<file path="src/design/rmsp_pkg.sv">
// Package: command/status codes and beat structs for the read memory size profiler.
`default_nettype none
package rmsp_pkg;
  localparam logic [1:0] CMD_CALL   = 2'd0;
  localparam logic [1:0] CMD_RETURN = 2'd1;
  localparam logic [1:0] CMD_READ   = 2'd2;
  localparam logic [1:0] CMD_WRITE  = 2'd3;

  localparam logic [1:0] ST_OK       = 2'd0;
  localparam logic [1:0] ST_EMPTY    = 2'd1;
  localparam logic [1:0] ST_FULL     = 2'd2;
  localparam logic [1:0] ST_EXHAUST  = 2'd3;

  typedef struct packed {
    logic [1:0]  command;
    logic [15:0] word_address;
    logic [6:0]  word_count;
  } in_beat_t;

  typedef struct packed {
    logic [1:0]         status;
    logic signed [31:0] frame_size;
    logic [5:0]         depth;
  } out_beat_t;

  // Control broadcast from the sequencer to every frame cell.
  typedef struct packed {
    logic        push;       // new frame at top+1
    logic        pop;        // fold top into top-1
    logic        inc_top;    // count a first access in the top frame
    logic        dec_en;     // debit the deepest frame with stamp <= key
    logic [31:0] key;        // word stamp used for the debit search
    logic [31:0] stamp;      // stamp for a pushed frame
  } cell_ctl_t;
endpackage
`default_nettype wire

</file>
<file path="src/design/rmsp_cell.sv">
// One shadow frame cell: stamp, read count, and its link in the search chain.
`default_nettype none
module rmsp_cell #(
  parameter int IDX_BITS = 6,
  parameter int IDX      = 0
) (
  input  wire                   clk,
  input  wire                   rst,
  input  wire rmsp_pkg::cell_ctl_t ctl,
  input  wire  [IDX_BITS-1:0]   top,
  // fold from the cell above on a return
  input  wire  [31:0]           reads_above,
  // true if some deeper-above active cell already matched the search
  input  wire                   found_above,
  output logic                  found_out,
  output logic [31:0]           reads,
  output logic [31:0]           stamp
);
  localparam logic [IDX_BITS-1:0] MY_IDX = IDX_BITS'(IDX);

  logic active, match, hit;

  // Active frames are those at or below the top of stack.
  assign active    = (MY_IDX <= top);
  assign match     = active && (stamp <= ctl.key);
  assign hit       = match && !found_above;
  assign found_out = found_above || match;

  always_ff @(posedge clk) begin
    if (rst) begin
      reads <= '0;
      stamp <= '0;
    end else if (ctl.push && (MY_IDX == top + 1'b1)) begin
      stamp <= ctl.stamp;
      reads <= '0;
    end else if (ctl.pop && (MY_IDX + 1'b1 == top)) begin
      reads <= reads + reads_above;
    end else begin
      reads <= reads + {31'd0, (ctl.inc_top && MY_IDX == top)}
                     - {31'd0, (ctl.dec_en && hit)};
    end
  end
endmodule
`default_nettype wire

</file>
<file path="config.mk">
export PLATFORM = sky130hd
export DESIGN_NAME = rmsp_cell
export DESIGN_NICKNAME = d
export VERILOG_FILES = /design/src/design/rmsp_pkg.sv /design/src/design/rmsp_cell.sv
export SDC_FILE = /design/constraint.sdc
export NUM_CORES = 1
export LEC_CHECK = 0
export BUFFER_PORTS_ARGS = -buffer_cell sky130_fd_sc_hd__buf_2
export CAP_MARGIN = 10
export CORE_ASPECT_RATIO = 0.6
export CORE_MARGIN = 5
export CORE_UTILIZATION = 49
export DETAILED_ROUTE_END_ITERATION = 8
export GPL_TIMING_DRIVEN = 0
export PLACE_DENSITY = 0.78
export SYNTH_ARGS = -nofsm -noshare
export SYNTH_HDL_FRONTEND = slang
export SYNTH_SLANG_ARGS = --single-unit
</file>
<file path="constraint.sdc">
create_clock -name clk -period 5.85 [get_ports clk]
set_input_delay 1.755 -clock clk [delete_from_list [all_inputs] [get_ports clk]]
set_output_delay 1.755 -clock clk [all_outputs]
set_load 0.02 [all_outputs]
</file>
==> flow_summary_export.csv, run 1 <==
group,metric,value,unit
status,outcome,"complete, no violations",
yosys,synth-edff-count,0,
cells_and_area,seq_area,1280,sq um
yosys,yosysMostFrequentCell,"nand2_1",
timing,fin_crit,5.65,ns
timing,fin_skew,0.0108,ns
floorplanning,start_util,49.8,%
grt,grt_pass1_wl,31900,um
clock_tree,clkTransAtPathRegs,0.05,ns
timing,slew_viol_final,0,
grt,track_usage,25.2,%
cells_and_area,fill_cells,1223,
critical_path,ff2ff_path_depth,24,
yosys,synth_top_cell_by_area,"dfxtp_1",
timing,tns,0,ns
clock_tree,cts_buffers,9,
timing,hold_slack,0.472,ns
clock_tree,clkSinkCount,64,
critical_path,crit_arrival,5.88,ns
yosys,syn-cell-area,6390,sq um
hold_path,hold_path_class,"flip-flop to flip-flop",
yosys,async_flop_share,0,%
timing,relSlewSlack,54.1,%
critical_path,regToRegStartpoint,"stamp[25]",
floorplanning,ioPinCount,174,
power_and_ir_drop,leakage,0.00408,uW
hold_path,hold_path_end,"stamp[1]",
cells_and_area,fin_nets,1277,
detailed_routing,antenna_left,0,
clock_tree,htree_levels,3,
run,cap_violations,0,
yosys,netlist.area_leader.share,20.1,%
clock_tree,insertion_delay,0.34,ns
yosys,yosysWarnings,0,
yosys,synth_area_leaders,"dfxtp_1 (20%), ha_1 (19%), a21oi_1 (9.4%)",
floorplanning,die_w,157,um
timing,finalCritPeriodShare,96.6,%
grt,grt_pass1_vias,6359,
cells_and_area,drive_gt1_share,21.7,%
detailed_routing,wl,20100,um
detailed_routing,vias_per_cell,5.56,
yosys,synth_area_per_cell,7.30,sq um
detailed_routing,route.detailed.drc,0,
clock_tree,cts_tree,"built",
yosys,synth_commonest_cells,"nand2_1 (134), a21oi_1 (120), ha_1 (95), inv_1 (83), dfxtp_1 (64)",
power_and_ir_drop,p_per_area,540,nW/um^2
placed_design,gp_congestion,0.927,
yosys,ys_seq_area_share,20.1,%
cells_and_area,multi_input_area,4800,sq um
critical_path,cp.required,6.07,ns
timing,setup_viol,0,
placed_design,dp_hpwl,16300,um
critical_path,critPathMaxFanout,3,
detailed_routing,dr.first_iter.drc_count,364,
timing,final-hold-violation-count,0,
grt,grt_max_degree,12,
power_and_ir_drop,ir_drop,0.375,mV
timing,tightest_slew,0.689,ns
cells_and_area,finalNonFillerCells,1245,
cells_and_area,antennaDiodeCount,0,
detailed_routing,num_vias,6926,
cells_and_area,syn2layout_area_growth,24.9,%
critical_path,startpoint_type,"input port",
yosys,synthCells,875,
timing,fmax,177,MHz
yosys,synth-seq-cells,64,
hold_path,min-delay-start,"stamp[1]",
critical_path,worstSetupPathType,"input port to flip-flop",
clock_tree,clockRootBuffer,"clkbuf_16",
floorplanning,die_y,98.4,um
clock_tree,ctsHoldBuffers,0,
hold_path,holdPathStages,2,
grt,antenna_found_initial,0,
critical_path,timing.rr.end,"reads[30]",
critical_path,reg2reg_slack,1.31,ns
placed_design,io_buffer_count,172,
detailed_routing,wire_per_inst,16.1,um
yosys,synth-main-ff-cell,"dfxtp_1",
yosys,ys_types,59,
detailed_routing,firstDrtPassIters,5,
critical_path,endpoint_kind,"flip-flop",
clock_tree,clock_path_buffers,2,
grt,grt_overflow_total,0,
floorplanning,core,12800,sq um
floorplanning,placementRows,32,
yosys,synth_nets,1081,
placed_design,placed_cells,1217,
floorplanning,die_area,15500,sq um
-- layout by cell type, fill, tap and decap left out, types with 24 or more instances in the layout --
cell / instances
xor2_1: 27
nor2_1: 44
o21ai_0: 29
a21oi_1: 116
dfxtp_1: 64
clkbuf_1: 27
ha_1: 93
inv_1: 80
buf_2: 176
xnor2_1: 24
nand2_1: 134
a21o_1: 41
-- worst max-delay path, stage by stage --
cell	delay, ns
buf_6	0.10
inv_4	0.05
ha_4	0.19
a21o_1	0.15
a21o_1	0.14
a21o_1	0.15
a21o_1	0.16
a21o_1	0.17
a21oi_2	0.13
o221ai_2	0.11
o21ai_2	0.07
and3b_1	0.19
ha_1	0.25
inv_2	0.07
ha_4	0.13
inv_2	0.04
fa_2	0.35
nand2b_4	0.17
a21oi_4	0.15
a211oi_4	0.07
o31ai_4	0.31
a21oi_2	0.12
o21a_1	0.20
o21a_1	0.20
o2111a_1	0.25
a211o_1	0.22
-- registers in the layout (all words and copies together), names as in the netlist --
register and cells:
reads 32, stamp 32
-- per-layer routing --
| metal | wire [um] | global-route usage (%) | vias to the layer above |
|---|---|---|---|
| li1 | - | - | 3478 |
| met1 | 9980 | 39.7 | 3120 |
| met2 | 7960 | 34.6 | 297 |
| met3 | 1760 | 4.61 | 31 |
| met4 | 373 | 6.54 | 0 |
| met5 | 0 | 0 | - |
-- layout make-up --
| type | count | area share (%) |
|---|---|---|
| Clock inverter | 6 | 0.471 |
| Buffer | 33 | 1.63 |
| Timing Repair Buffer | 185 | 12.1 |
| Multi-Input combinational cell | 695 | 60.3 |
| Sequential cell | 64 | 16.1 |
| Inverter | 83 | 3.94 |
| Tap cell | 170 | 2.67 |
| Clock buffer | 9 | 2.82 |
-- report_power, final --
part / leakage (uW) / internal [uW] / total [uW] / switching, uW
combinational: 0.00343 / 1360 / 3160 / 1800
sequential: 0.000525 / 538 / 668 / 130
clock: 0.000123 / 281 / 482 / 201
total: 0.00408 / 2180 / 4310 / 2130
-- through the flow --
step	setup slack (ns)	util [%]	power [uW]	instance area [sq um]
6_report	0.197	62.2	4310	7970
4_1_cts	-0.00476	61.2	4100	7840
3_3_place_gp	-0.636	58.4	3460	7480
5_1_grt	-0.0176	62.2	4670	7970
3_5_place_dp	-0.678	58.4	3500	7480
2_1_floorplan	0.00867	-	2870	6400
-- kinds of logic (layout without fill, tap and decap cells) --
kind of cell    count (synthesis)  count (layout)  share of synthesized area, %
compound gates                276             276                          27.4
simple gates                  268             268                          18.9
buf+inv                       116             316                          6.92
fa+ha+maj                      97              97                          19.2
flops                          64              64                          20.1
xor+xnor                       51              51                          6.99
mux                             3               3                         0.470
-- worst max-delay path by stage --
stage	from	endpoint	slack, ns	cells after the start
3_3_place_gp	ctl[57]	reads[31]	-0.64	24
4_1_cts	ctl[57]	reads[30]	-0.005	26
3_5_place_dp	ctl[57]	reads[31]	-0.68	24
2_1_floorplan	ctl[57]	reads[30]	0.009	25
6_report	ctl[57]	reads[30]	0.20	26
5_1_grt	ctl[33]	reads[31]	-0.02	24
-- repair_timing --
item / CTS / global route
pin swaps: 20 / 18
buffers inserted: 5 / 8
setup endpoints to repair: 7 / 12
resized for setup: 12 / 16
Note: power is estimated with default switching activity, not from simulation.
==> run 2, diff against run 1 <==
==> constraint.sdc (replaced) <==
create_clock -name clk -period 4.7 [get_ports clk]
set_input_delay 1.41 -clock clk [delete_from_list [all_inputs] [get_ports clk]]
set_output_delay 1.41 -clock clk [all_outputs]
set_load 0.02 [all_outputs]
==> run 2 against run 1 <==
- the flow now finishes with violations (setup timing)
- sequential share of layout area down 0.87 points
- core utilization increased by 3.6 points
- clock power increased by 45%
- first-iteration DRC count grew 95%
- largest cell class unchanged
- largest power group unchanged
==> flow_summary_export.csv, run 2 (same netlist as run 1, synthesis figures left out) <==
group,metric,value,unit
detailed_routing,route.detailed.drc,0,
cells_and_area,fill_cells,1128,
detailed_routing,num_vias,7102,
grt,track_usage,26.7,%
grt,grt_pass1_vias,6617,
placed_design,place_ws,-1.21,ns
critical_path,timing.rr.end,"reads[30]",
floorplanning,placementRows,32,
hold_path,hold_path_end,"stamp[2]",
power_and_ir_drop,p_per_area,730,nW/um^2
cells_and_area,finalNonFillerCells,1257,
detailed_routing,wl,21400,um
timing,finalCritPeriodShare,114,%
clock_tree,clkTransAtPathRegs,0.06,ns
placed_design,dp_hpwl,16400,um
floorplanning,die_area,15500,sq um
critical_path,regToRegStartpoint,"stamp[25]",
critical_path,worstSetupPathType,"input port to flip-flop",
grt,grt_overflow_total,0,
timing,slew_viol_final,0,
grt,grt_pass1_wl,33700,um
detailed_routing,vias_per_cell,5.65,
timing,final-hold-violation-count,0,
timing,relSlewSlack,46.0,%
floorplanning,start_util,49.8,%
cells_and_area,antennaDiodeCount,0,
floorplanning,die_y,98.4,um
cells_and_area,syn2layout_area_growth,32.1,%
critical_path,critPathMaxFanout,3,
power_and_ir_drop,ir_drop,0.376,mV
detailed_routing,dr.first_iter.drc_count,708,
grt,antenna_found_initial,0,
run,cap_violations,0,
status,failed_checks,"setup timing",
cells_and_area,final_util,65.8,%
grt,grt_max_degree,14,
placed_design,placed_cells,1217,
timing,rsz0062_at_grt,"yes",
critical_path,cp.required,4.93,ns
clock_tree,cts_buffers,9,
hold_path,holdPathStages,2,
hold_path,min-delay-start,"stamp[2]",
cells_and_area,drive_gt1_share,26.5,%
clock_tree,clockRootBuffer,"clkbuf_16",
placed_design,io_buffer_count,172,
status,outcome,"complete, but fails checks",
detailed_routing,antenna_left,0,
critical_path,reg2reg_slack,0.12,ns
timing,fin_skew,0.00738,ns
power_and_ir_drop,power,6160,uW
clock_tree,htree_levels,3,
timing,fin_crit,5.34,ns
detailed_routing,wire_per_inst,17.0,um
cells_and_area,final_common_cell,"buf_2",
detailed_routing,firstDrtPassIters,5,
power_and_ir_drop,leakage,0.00424,uW
critical_path,ff2ff_path_depth,24,
clock_tree,clkSinkCount,64,
timing,fin_ws,-0.638,ns
clock_tree,clock_path_buffers,2,
floorplanning,core,12800,sq um
timing,setup_viol,22,
clock_tree,insertion_delay,0.35,ns
critical_path,crit_arrival,5.57,ns
timing,tightest_slew,0.810,ns
floorplanning,die_w,157,um
cells_and_area,fin_nets,1288,
hold_path,hold_path_class,"flip-flop to flip-flop",
cells_and_area,mostFrequentLayoutCells,"buf_2 (174), nand2_1 (132), a21oi_1 (103)",
cells_and_area,top_regs,"reads x32, stamp x32",
timing,fmax,187,MHz
critical_path,startpoint_type,"input port",
placed_design,gp_congestion,0.935,
floorplanning,ioPinCount,174,
critical_path,endpoint_kind,"flip-flop",
clock_tree,cts_tree,"built",
==> run 2: layout make-up <==
| cell class | count | area [sq um] | area share (%) |
|---|---|---|---|
| timing repair buffer | 196 | 1090 | 12.9 |
| buffer | 33 | 130 | 1.54 |
| sequential | 64 | 1280 | 15.2 |
| clock inverter | 7 | 78.8 | 0.935 |
| multi-input combinational | 695 | 5100 | 60.4 |
| inverter | 83 | 319 | 3.78 |
| tap | 170 | 213 | 2.52 |
| clock buffer | 9 | 225 | 2.67 |
==> run 2: worst max-delay path by stage <==
stage               startpoint        end  slack, ns
finish                 ctl[57]  reads[30]      -0.64
global route           ctl[57]  reads[30]      -0.76
CTS                    ctl[57]  reads[30]      -0.63
detailed placement     ctl[57]  reads[30]      -1.21
global placement       ctl[57]  reads[30]      -1.24
floorplan              ctl[57]  reads[30]      -0.60
==> run 2: stage by stage <==
step	TNS [ns]	cell area, sq um	hold WS [ns]
after global routing	-10.60	8430	0.496
after CTS	-8.42	8390	0.475
after detailed placement	-20.11	7510	0.467
after floorplan	-3.66	6440	0.546
after global placement	-20.63	7510	0.462
final	-7.50	8430	0.474
==> run 2: where the power goes <==
| group | internal (uW) | switching, uW |
|---|---|---|
| combinational | 2030 | 2600 |
| sequential | 669 | 156 |
| clock | 416 | 285 |
| total | 3120 | 3040 |
==> run 2: repair_timing <==
| action | in CTS | in global routing |
|---|---|---|
| endpoints found under the setup margin | 23 | 28 |
| hold buffers | 0 | 0 |
| setup buffers | 39 | 10 |
| resized for setup | 65 | 31 |
| pin swaps | 62 | 43 |
==> run 2: per-layer routing <==
metal	global-route usage, %	share of wire, %	wire length [um]
met2	37.7	41	8700
met4	4.96	1.1	233
met5	0	0	0
met3	6.93	9.3	1980
met1	41.0	49	10400
==> run 2: worst max-delay path: stages <==
cell and delay (ns):
buf_8 0.10, inv_8 0.04, ha_4 0.18, a21o_1 0.15, a21o_1 0.14, a21o_1 0.14
a21o_1 0.14, a21o_1 0.16, a21oi_2 0.17, o221ai_1 0.12, o21ai_1 0.13, and3b_2 0.25
ha_4 0.20, inv_2 0.06, ha_4 0.13, inv_2 0.04, fa_2 0.33, nand2b_4 0.16
a21oi_4 0.15, a211oi_4 0.07, o31ai_4 0.26, a21oi_2 0.11, o21a_1 0.23, o21a_1 0.22
o2111a_1 0.23, a211o_1 0.22
==> run 3, diff against run 2 <==
--- a/config.mk
+++ b/config.mk
@@ -7,9 +7,9 @@
 export LEC_CHECK = 0
 export BUFFER_PORTS_ARGS = -buffer_cell sky130_fd_sc_hd__buf_2
 export CAP_MARGIN = 10
-export CORE_ASPECT_RATIO = 0.6
 export CORE_MARGIN = 5
 export CORE_UTILIZATION = 49
+export CTS_BUF_LIST = sky130_fd_sc_hd__clkbuf_16
 export DETAILED_ROUTE_END_ITERATION = 8
 export GPL_TIMING_DRIVEN = 0
 export PLACE_DENSITY = 0.78
==> run 3 against run 2 <==
- the flow still finishes with violations (setup timing)
- count of clock-buffer cells in the layout did not move
- sequential share of layout area fell by 0.052 points
- final cell count rose by 0.48%
- setup slack got worse by 0.045 ns
- final area rose by 0.34%
- via count rose by 1.5%
- hold slack got worse by 0.0018 ns
- clock power rose by 13%
==> flow_summary_export.csv, run 3 (same netlist as run 1, synthesis figures left out) <==
group,metric,value,unit
critical_path,crit_arrival,5.66,ns
power_and_ir_drop,leakage,0.00427,uW
detailed_routing,vias_per_cell,5.70,
cells_and_area,final_common_cell,"buf_2",
floorplanning,core,12700,sq um
grt,grt_pass1_vias,6635,
hold_path,hold_path_end,"stamp[19]",
detailed_routing,firstDrtPassIters,5,
placed_design,io_buffer_count,172,
floorplanning,start_util,50.2,%
hold_path,holdPathStages,2,
detailed_routing,dr.first_iter.drc_count,660,
status,failed_checks,"setup timing",
grt,track_usage,25.9,%
grt,grt_pass1_wl,32200,um
power_and_ir_drop,ir_drop,0.423,mV
clock_tree,ctsHoldBuffers,0,
critical_path,cp.required,4.97,ns
detailed_routing,route.detailed.drc,0,
timing,tightest_slew,0.735,ns
clock_tree,cts_tree,"built",
critical_path,endpoint_kind,"flip-flop",
timing,slew_viol_final,0,
clock_tree,clock_path_buffers,2,
floorplanning,die_y,124,um
detailed_routing,wl,21100,um
clock_tree,clockRootBuffer,"clkbuf_16",
critical_path,critPathMaxFanout,3,
cells_and_area,fin_nets,1292,
hold_path,hold_path_class,"flip-flop to flip-flop",
timing,fin_crit,5.38,ns
cells_and_area,mostFrequentLayoutCells,"buf_2 (175), nand2_1 (133), a21oi_1 (105)",
timing,setup_viol,26,
timing,relSlewSlack,51.0,%
grt,antenna_found_initial,0,
timing,final-hold-violation-count,0,
floorplanning,die_area,15400,sq um
grt,met1_usage,34.8,%
grt,use_met3,4.04,%
placed_design,dp_hpwl,15300,um
timing,fin_ws,-0.683,ns
clock_tree,insertion_delay,0.34,ns
timing,fmax,186,MHz
timing,fin_skew,0.00642,ns
critical_path,reg2reg_slack,0.12,ns
run,cap_violations,0,
critical_path,worstSetupPathType,"input port to flip-flop",
cells_and_area,syn2layout_area_growth,32.5,%
detailed_routing,antenna_left,0,
clock_tree,htree_levels,3,
critical_path,slowest_stage,"fa_2",
critical_path,regToRegStartpoint,"stamp[25]",
floorplanning,placementRows,41,
detailed_routing,wire_per_inst,16.7,um
clock_tree,clkSinkCount,64,
floorplanning,ioPinCount,174,
grt,grt_overflow_total,0,
critical_path,ff2ff_path_depth,26,
cells_and_area,top_regs,"reads x32, stamp x32",
grt,met2_usage,42.1,%
critical_path,timing.rr.end,"reads[28]",
power_and_ir_drop,power,6110,uW
hold_path,min-delay-start,"stamp[19]",
timing,tns,-8.65,ns
critical_path,cpPeakStageDelay,0.33,ns
timing,rsz0062_at_grt,"yes",
cells_and_area,fill_cells,1093,
clock_tree,cts_buffers,9,
grt,top_usage_layer,"met2",
clock_tree,clkTransAtPathRegs,0.06,ns
timing,finalCritPeriodShare,115,%
placed_design,gp_congestion,0.916,
power_and_ir_drop,p_per_area,722,nW/um^2
cells_and_area,drive_gt1_share,26.0,%
grt,grt_max_degree,13,
detailed_routing,num_vias,7205,
status,outcome,"complete, but fails checks",
critical_path,startpoint_type,"input port",
timing,hold_slack,0.473,ns
floorplanning,die_w,124,um
cells_and_area,antennaDiodeCount,0,
[run 3: worst max-delay path, delay by kind of cell]
kind	cells	cell delay, ns
buf+inv	6	0.47
simple gates	3	0.50
compound gates	13	2.06
fa+ha+maj	4	0.98
xor+xnor	1	0.23
[run 3: how the worst max path moves through the flow]
stage | start | endpoint | slack, ns | depth (start not counted)
final | ctl[37] | reads[28] | -0.68 | 27
after CTS | ctl[57] | reads[30] | -0.64 | 26
after global routing | ctl[37] | reads[28] | -0.85 | 27
after detailed placement | ctl[57] | reads[30] | -1.23 | 26
after global placement | ctl[57] | reads[25] | -1.22 | 24
after floorplan | ctl[57] | reads[30] | -0.60 | 25
[run 3: timing repair]
item                                    in CTS  in global routing
endpoints found under the setup margin      23                 28
pin swaps                                   46                 35
gates resized for setup                     40                 42
setup buffers                               24                 11
[run 3: through the flow]
| step | instance area, sq um | setup slack (ns) | util (%) | std cells |
|---|---|---|---|---|
| 3_3_place_gp | 7520 | -1.22 | 59.1 | 1219 |
| 6_report | 8460 | -0.683 | 66.5 | 1263 |
| 5_1_grt | 8460 | -0.846 | 66.5 | 1263 |
| 3_5_place_dp | 7520 | -1.23 | 59.1 | 1219 |
| 2_1_floorplan | 6440 | -0.598 | - | 875 |
| 4_1_cts | 8240 | -0.644 | 64.8 | 1259 |
[run 3: cell type report]
| type | instances | area, sq um | share of cell area (%) |
|---|---|---|---|
| multi-input cells | 695 | 5050 | 59.7 |
| flip-flops and latches | 64 | 1280 | 15.1 |
| repair buffers | 200 | 1120 | 13.2 |
| inverters | 83 | 322 | 3.80 |
| clock buffers | 9 | 225 | 2.66 |
| well taps | 172 | 215 | 2.54 |
| plain buffers | 33 | 130 | 1.54 |
| clock inverters | 7 | 119 | 1.40 |
[run 3: report_power, final]
| part | switching [uW] | internal, uW |
|---|---|---|
| clock network | 275 | 519 |
| logic | 2510 | 1990 |
| registers | 144 | 669 |
| total | 2930 | 3180 |
[run 3: per-layer routing]
metal / wire (um) / vias to the layer above
met1: 9060 / 3349
met2: 10100 / 280
met4: 530 / 0
met3: 1500 / 44
li1: - / 3532
met5: 0 / -
